File: src/rtl/lce_pkg.sv
`timescale 1ns / 1ps

package lce_pkg;

  localparam int DEF_MAX_TAPS    = 32;
  localparam int DEF_SAMPLE_BITS = 16;

  localparam int SUM_BITS      = 37;
  localparam int NUM_TAPS_BITS = 6;
  localparam int TAP_IDX_BITS  = 5;
  localparam int CMD_BITS      = 2;

  typedef enum logic [CMD_BITS-1:0] {
    CMD_LOAD   = 2'd0,
    CMD_SAMPLE = 2'd1,
    CMD_FLUSH  = 2'd2
  } cmd_e;

  typedef enum logic [1:0] {
    ST_IDLE,
    ST_RUN,
    ST_EMIT
  } state_e;

  // controls for the shared multiply-accumulate unit
  typedef struct packed {
    logic clr;
    logic en;
  } mac_ctrl_t;

endpackage

File: src/rtl/lce_mac.sv
`timescale 1ns / 1ps

module lce_mac import lce_pkg::*; #(
  parameter int SAMPLE_BITS = DEF_SAMPLE_BITS
) (
  input  logic                          clk_i,
  input  logic                          rst_ni,
  input  mac_ctrl_t                     ctrl_i,
  input  logic signed [SAMPLE_BITS-1:0] a_i,
  input  logic signed [SAMPLE_BITS-1:0] b_i,
  output logic signed [SUM_BITS-1:0]    acc_o,
  output logic                          busy_o
);

  localparam int PW = 2 * SAMPLE_BITS;

  logic signed [PW-1:0]       prod_q;
  logic                       prod_vld_q;
  logic signed [SUM_BITS-1:0] acc_q;
  logic signed [SUM_BITS-1:0] prod_ext;

  // sign extend or wrap the product to the accumulator width (sum is mod 2^SUM_BITS)
  assign prod_ext = SUM_BITS'(prod_q);

  always_ff @(posedge clk_i) begin
    if (ctrl_i.en) begin
      prod_q <= PW'(a_i) * PW'(b_i);
    end
  end

  always_ff @(posedge clk_i or negedge rst_ni) begin
    if (!rst_ni) begin
      prod_vld_q <= 1'b0;
      acc_q      <= '0;
    end else begin
      prod_vld_q <= ctrl_i.en;
      if (ctrl_i.clr) begin
        acc_q <= '0;
      end else if (prod_vld_q) begin
        acc_q <= acc_q + prod_ext;
      end
    end
  end

  assign acc_o  = acc_q;
  assign busy_o = prod_vld_q;

endmodule

File: src/rtl/linear_convolution_engine.sv
`timescale 1ns / 1ps
// FIR convolution engine, one shared multiply-accumulate unit.
// Input channel (in_valid_i/in_ready_o) carries cmd_i, tap_index_i, value_i.
//   Load item: writes one coefficient in the accept cycle, no result.
//   Sample item: pushes the sample into the history, gives one sum_o.
//   Flush item: gives num_taps results, the tail outputs and then a zero
//   result with last_o set; the history is cleared afterwards.
// Output channel (out_valid_o/out_ready_i) carries sum_o and last_o from an
// output register.
// Each result takes n - k multiply terms through the single MAC (n active taps,
// k the flush step, 0 for a sample); each term passes the read registers, the
// product register and the accumulator, and the sum then loads the output
// register. The next item is taken once the block is back in idle. A flush item
// runs steps k = 1..n-1 this way, plus the final result. A load item leaves the
// block idle. in_ready_o is high only while no item is in work.
// If the receiver stalls, the next result waits in the sequencer until the
// output register frees; no result is dropped.
// Reset clears the config to one tap, all coefficients and the history (via valid
// bits and a fill count); the block is ready in the first cycle after reset. The
// user must set num_taps (cfg_wdata_i) at cfg_we_i only while idle; not enforced.

module linear_convolution_engine import lce_pkg::*; #(
  parameter int MAX_TAPS    = DEF_MAX_TAPS,
  parameter int SAMPLE_BITS = DEF_SAMPLE_BITS
) (
  input  logic                          clk_i,
  input  logic                          rst_ni,
  input  logic                          cfg_we_i,
  input  logic [NUM_TAPS_BITS-1:0]      cfg_wdata_i,
  input  logic                          in_valid_i,
  output logic                          in_ready_o,
  input  logic [CMD_BITS-1:0]           cmd_i,
  input  logic [TAP_IDX_BITS-1:0]       tap_index_i,
  input  logic signed [SAMPLE_BITS-1:0] value_i,
  output logic                          out_valid_o,
  input  logic                          out_ready_i,
  output logic signed [SUM_BITS-1:0]    sum_o,
  output logic                          last_o
);

  localparam int AW = (MAX_TAPS > 1) ? $clog2(MAX_TAPS) : 1;
  localparam int CW = $clog2(MAX_TAPS + 1);

  state_e state_q, state_d;

  logic [NUM_TAPS_BITS-1:0] num_taps_q;
  logic [CW-1:0]            n_act;

  logic [SAMPLE_BITS-1:0] coef_mem [MAX_TAPS];
  logic [SAMPLE_BITS-1:0] hist_mem [MAX_TAPS];
  logic [MAX_TAPS-1:0]    coef_vld_q;

  logic [AW-1:0] head_q, head_nxt;
  logic [CW-1:0] cnt_q;
  logic [CW-1:0] k_q, k_nxt;
  logic [CW-1:0] rem_q;
  logic [CW-1:0] m_q;
  logic [AW-1:0] c_addr_q, h_addr_q;
  logic          flush_q, last_pend_q;

  logic                   rd_vld_q, coef_ok_q, smp_ok_q;
  logic [SAMPLE_BITS-1:0] coef_rd_q, smp_rd_q;

  logic          accept, coef_we, issue, out_load, drained, step_last;
  cmd_e          cmd;
  mac_ctrl_t     mac_ctrl;
  logic signed [SUM_BITS-1:0] acc;
  logic          mac_busy;
  logic signed [SAMPLE_BITS-1:0] mac_a, mac_b;

  logic                       out_vld_q, out_last_q;
  logic signed [SUM_BITS-1:0] out_sum_q;

  // zero taps acts as one, too many acts as MAX_TAPS
  always_comb begin
    if (num_taps_q == '0) begin
      n_act = CW'(1);
    end else if (int'(num_taps_q) > MAX_TAPS) begin
      n_act = CW'(MAX_TAPS);
    end else begin
      n_act = CW'(num_taps_q);
    end
  end

  assign cmd       = cmd_e'(cmd_i);
  assign accept    = in_valid_i && in_ready_o;
  assign coef_we   = accept && (cmd == CMD_LOAD) && (int'(tap_index_i) < MAX_TAPS);
  assign head_nxt  = (head_q == AW'(MAX_TAPS - 1)) ? '0 : head_q + AW'(1);
  assign k_nxt     = k_q + CW'(1);
  assign drained   = (rem_q == '0) && !rd_vld_q && !mac_busy;
  assign step_last = (k_nxt == n_act);

  // next state
  always_comb begin
    state_d = state_q;
    unique case (state_q)
      ST_IDLE: begin
        if (accept) begin
          unique case (cmd)
            CMD_SAMPLE: state_d = ST_RUN;
            CMD_FLUSH:  state_d = (n_act == CW'(1)) ? ST_EMIT : ST_RUN;
            default:    state_d = ST_IDLE;
          endcase
        end
      end
      ST_RUN: begin
        if (drained) begin
          state_d = ST_EMIT;
        end
      end
      ST_EMIT: begin
        if (out_load) begin
          if (last_pend_q || !flush_q) begin
            state_d = ST_IDLE;
          end else if (step_last) begin
            state_d = ST_EMIT;
          end else begin
            state_d = ST_RUN;
          end
        end
      end
      default: state_d = ST_IDLE;
    endcase
  end

  // sequencer outputs
  always_comb begin
    in_ready_o   = 1'b0;
    issue        = 1'b0;
    out_load     = 1'b0;
    mac_ctrl.en  = rd_vld_q;
    mac_ctrl.clr = 1'b0;
    unique case (state_q)
      ST_IDLE: begin
        in_ready_o   = 1'b1;
        mac_ctrl.clr = in_valid_i;
      end
      ST_RUN: begin
        issue = (rem_q != '0);
      end
      ST_EMIT: begin
        out_load     = !out_vld_q || out_ready_i;
        mac_ctrl.clr = out_load;
      end
      default: ;
    endcase
  end

  assign mac_a = coef_ok_q ? coef_rd_q : '0;
  assign mac_b = smp_ok_q ? smp_rd_q : '0;

  lce_mac #(
    .SAMPLE_BITS(SAMPLE_BITS)
  ) u_mac (
    .clk_i  (clk_i),
    .rst_ni (rst_ni),
    .ctrl_i (mac_ctrl),
    .a_i    (mac_a),
    .b_i    (mac_b),
    .acc_o  (acc),
    .busy_o (mac_busy)
  );

  // memories
  always_ff @(posedge clk_i) begin
    if (coef_we) begin
      coef_mem[AW'(tap_index_i)] <= value_i;
    end
    if (issue) begin
      coef_rd_q <= coef_mem[c_addr_q];
    end
  end

  always_ff @(posedge clk_i) begin
    if (accept && (cmd == CMD_SAMPLE)) begin
      hist_mem[head_nxt] <= value_i;
    end
    if (issue) begin
      smp_rd_q <= hist_mem[h_addr_q];
    end
  end

  always_ff @(posedge clk_i) begin
    if (issue) begin
      coef_ok_q <= coef_vld_q[c_addr_q];
      smp_ok_q  <= (m_q < cnt_q);
    end
  end

  always_ff @(posedge clk_i) begin
    if (out_load) begin
      out_sum_q  <= last_pend_q ? '0 : acc;
      out_last_q <= last_pend_q;
    end
  end

  // control state
  always_ff @(posedge clk_i or negedge rst_ni) begin
    if (!rst_ni) begin
      state_q     <= ST_IDLE;
      num_taps_q  <= NUM_TAPS_BITS'(1);
      coef_vld_q  <= '0;
      head_q      <= '0;
      cnt_q       <= '0;
      k_q         <= '0;
      rem_q       <= '0;
      m_q         <= '0;
      c_addr_q    <= '0;
      h_addr_q    <= '0;
      flush_q     <= 1'b0;
      last_pend_q <= 1'b0;
      rd_vld_q    <= 1'b0;
      out_vld_q   <= 1'b0;
    end else begin
      state_q  <= state_d;
      rd_vld_q <= issue;
      if (cfg_we_i) begin
        num_taps_q <= cfg_wdata_i;
      end
      if (coef_we) begin
        coef_vld_q[AW'(tap_index_i)] <= 1'b1;
      end
      if (out_load) begin
        out_vld_q <= 1'b1;
      end else if (out_ready_i) begin
        out_vld_q <= 1'b0;
      end

      if (accept && (cmd == CMD_SAMPLE)) begin
        head_q   <= head_nxt;
        if (cnt_q != CW'(MAX_TAPS)) begin
          cnt_q <= cnt_q + CW'(1);
        end
        flush_q  <= 1'b0;
        k_q      <= '0;
        rem_q    <= n_act;
        m_q      <= '0;
        c_addr_q <= '0;
        h_addr_q <= head_nxt;
      end else if (accept && (cmd == CMD_FLUSH)) begin
        flush_q     <= 1'b1;
        k_q         <= CW'(1);
        rem_q       <= n_act - CW'(1);
        m_q         <= '0;
        c_addr_q    <= AW'(1);
        h_addr_q    <= head_q;
        last_pend_q <= (n_act == CW'(1));
      end

      // term m of flush step k pairs coefficient m+k with the sample m steps back
      if (issue) begin
        rem_q    <= rem_q - CW'(1);
        m_q      <= m_q + CW'(1);
        c_addr_q <= c_addr_q + AW'(1);
        h_addr_q <= (h_addr_q == '0) ? AW'(MAX_TAPS - 1) : h_addr_q - AW'(1);
      end

      if (out_load && flush_q) begin
        if (last_pend_q) begin
          last_pend_q <= 1'b0;
          cnt_q       <= '0;
        end else begin
          k_q <= k_nxt;
          if (step_last) begin
            last_pend_q <= 1'b1;
          end else begin
            rem_q    <= n_act - k_nxt;
            m_q      <= '0;
            c_addr_q <= AW'(k_nxt);
            h_addr_q <= head_q;
          end
        end
      end
    end
  end

  assign out_valid_o = out_vld_q;
  assign sum_o       = out_sum_q;
  assign last_o      = out_last_q;

endmodule

File: config.mk
export PLATFORM = sky130hd
export DESIGN_NAME = linear_convolution_engine
export DESIGN_NICKNAME = d
export VERILOG_FILES = /design/src/rtl/lce_pkg.sv /design/src/rtl/lce_mac.sv /design/src/rtl/linear_convolution_engine.sv
export SDC_FILE = /design/constraint.sdc
export NUM_CORES = 2
export LEC_CHECK = 0
export BUFFER_PORTS_ARGS = -buffer_cell sky130_fd_sc_hd__buf_4
export CAP_MARGIN = 10
export CORE_MARGIN = 2
export CORE_UTILIZATION = 46
export DETAILED_ROUTE_END_ITERATION = 8
export SLEW_MARGIN = 30
export SYNTH_ARGS = -nofsm -noshare
export SYNTH_HDL_FRONTEND = slang
export SYNTH_SLANG_ARGS = --single-unit
File: constraint.sdc
create_clock -name clk_i -period 18.4 [get_ports clk_i]
set_input_delay 0.92 -clock clk_i [delete_from_list [all_inputs] [get_ports clk_i]]
set_output_delay 0.92 -clock clk_i [all_outputs]
set_load 0.05 [all_outputs]
==> summary.txt <==
Drt
  – WL/cell: 24.5 um
  – Routed vias/inst: 5.57
  – Post-route ant nets: 0
  – Iter 0 DRT Violations: 2472
  – Post-detailed-routing wire length: 140 mm
  – Detailed Routing Iterations Pass 1: 5
  – Final routed DRC violation total: 0
  – Routed via count: 31700

Worst setup path
  – Worst path slowest cell: and2_0
  – Startpoint types: register
  – Crit path top cell by count: fa_1
  – Worst setup EP type: register
  – WP buf/inv: 6
  – Critical-path maximum fanout: 42
  – Data arrival time of the critical path: 7920 ps
  – Critical Path RT: 18980 ps
  – CP top delay family: adder cells
  – Crit-path max cell delay: 710 ps
  – Crit path kind: reg -> reg

STA
  – Post-route minimum period: 7340 ps
  – Worst Clk Skew: 32.8 ps
  – Max-slew violations: 0
  – Peak Freq: 0.136 GHz
  – Setup Viol. Count Final: 0
  – Total Neg Setup Slack: 0 ps
  – Least-Margin Pin Slew: 977 ps
  – Setup WS post-layout: 11060 ps
  – RSZ-0062 raised after global routing: no
  – Slew headroom: 34.7%
  – Hold Fails Final Rpt: 0
  – Final Cycle Share: 39.9%

Min path
  – HP Class: in -> async

Synthesis
  – Async SR Flop Fraction: 9.69%
  – Synth Register Bits: 1249
  – Post-synth EDFFs: 1128
  – Post-synth top cells: edfxtp_1, inv_1, mux4_2
  – Top-count cell post-synth: edfxtp_1
  – Yosys top cell area share: 56.3%
  – Area leader, netlist: edfxtp_1
  – Post-Syn Nets: 4150
  – Cells after synthesis: 3709
  – Top_reg_cell synth: edfxtp_1
  – Area contributors post-synth: edfxtp_1, mux4_2, fa_1
  – Sequential area share after synthesis: 61.3%
  – Cell area after synthesis: 60200 sq um
  – Synth Warn #: 0
  – Count of cell types in the netlist: 71
  – Post-Syn Area per Cell: 16.2 sq um

GRT
  – Initial antenna violation count: 3
  – Overflow after GRT: 0
  – First-pass GRT wire length: 211 mm
  – Largest net degree at the start of global routing: 99
  – GRT Total Usage: 21.5%
  – Vias in the first global route: 32600

Flow run
  – Max-cap viol count: 0

Clocking
  – Worst-path clk slew: 60 ps
  – Post-CTS Setup Inserts: 0
  – Total CTS buffers: 134
  – CTS root buf: clkbuf_16
  – Worst-Skew Late Latency: 770 ps
  – Clock Sink Count: 1249
  – TritonCTS clock tree: done
  – Clock buffer depth: 3
  – Post-CTS Hold Buffers: 0
  – H-tree depth: 4
  – Post-CTS sizing: 0

Floorplanning
  – Core area: 130000 sq um
  – Die Ht: 366 um
  – Die ar.: 134000 sq um
  – Initial core utilization: 46.4%
  – IO Pins: 74
  – Die Width: 366 um
  – Row count: 132

Cells and area
  – Layout cells sized above 1: 20.2%
  – Final #Nets: 4291
  – Finished Cell Area: 67300 sq um
  – Filler instances: 10600
  – Synthesis-to-layout area growth: 11.9%

Placed design
  – Dpl hpwl: 89.1 mm
  – Pre-CTS setup slack: 11140 ps
  – # port buffers: 73
  – Final RePlAce weighted congestion: 0.953
  – Placed Area: 63000 sq um

Run status
  – Status: completed
==> cell families (layout without fill, tap and decap cells) <==
kind of cell / Yosys count / in the layout / synth area share (%)
other cells: 0 / 1 / 0
buf+inv: 504 / 753 / 3.17
mux: 400 / 400 / 13.6
compound gates: 272 / 272 / 2.93
xor+xnor: 86 / 86 / 1.25
fa+ha+maj: 407 / 407 / 11.8
flops: 1249 / 1249 / 61.3
simple gates: 791 / 791 / 5.94
==> stage by stage <==
stage	cells	util, %	hold slack [ps]
floorplan	3709	-	434
global placement	5455	48.6	446
detailed placement	5455	48.6	449
CTS	5699	51.9	162
global route	5700	51.9	202
finish	5701	51.9	158
==> cells in the final DEF (no fill, tap or decap), types with 81 or more instances in the layout <==
master	netlist	layout
nor2_1	288	270
edfxtp_1	1128	1128
buf_4	0	159
dfrtp_1	120	109
a21oi_1	81	81
inv_1	344	344
ha_1	143	143
nand2_1	234	234
clkbuf_16	0	137
fa_1	264	264
mux4_2	330	330
==> flip-flops by register name, summed over array words and instances, names as in the netlist, 16 cells and up <==
| register | cells |
|---|---|
| coef_rd_q | 16 |
| sum_o | 37 |
| u_mac.prod_q | 32 |
| hist_mem | 512 |
| coef_mem | 512 |
| smp_rd_q | 16 |
| coef_vld_q | 32 |
| u_mac.acc_o | 37 |
==> worst register-to-register path, delay by kind of cell, from the launching register on <==
kind                       cells  cell delay [ps]
adders and majority gates      7             3330
and+or+nand+nor                7             1990
AOI/OAI and AO/OA              5              920
DFF                            1              320
buffers and inverters          6              610
==> cell type report <==
cell class	instances	area (sq um)	share of cell area (%)
tap	1742	2180	3.24
clock inverter	70	661	0.981
multi-input combinational	1956	21400	31.8
inverter	345	1290	1.92
timing repair buffer	164	1270	1.89
antenna	1	2.50	0.00372
sequential	1249	36900	54.8
clock buffer	174	3610	5.36
==> routing by layer <==
metal  wire length, um  vias to the layer above  global-route usage [%]
met5                 0                        -                       0
met3              7460                      187                    3.25
met4              3460                        0                    6.25
li1                  -                    14000                       -
met2             67900                      907                    34.8
met1             60900                    16700                    30.5
==> worst paths after layout <==
check / start / endpoint / slack [ps] / cells past startpoint
max: smp_ok_q / u_mac.prod_q[28] / 11060 / 25
min: rst_ni / out_valid_o / 160 / 1
max reg2reg: smp_ok_q / u_mac.prod_q[28] / 11060 / 25
min reg2reg: coef_vld_q[3] / coef_vld_q[3] / 460 / 1
max in group asynchronous: rst_ni / h_addr_q[1] / 16950 / 2
min in group clk_i: cfg_wdata_i[4] / num_taps_q[4] / 420 / 2
Power is not shown: default switching activity piles up to over one toggle a cycle in this logic, so the estimate is an artifact.
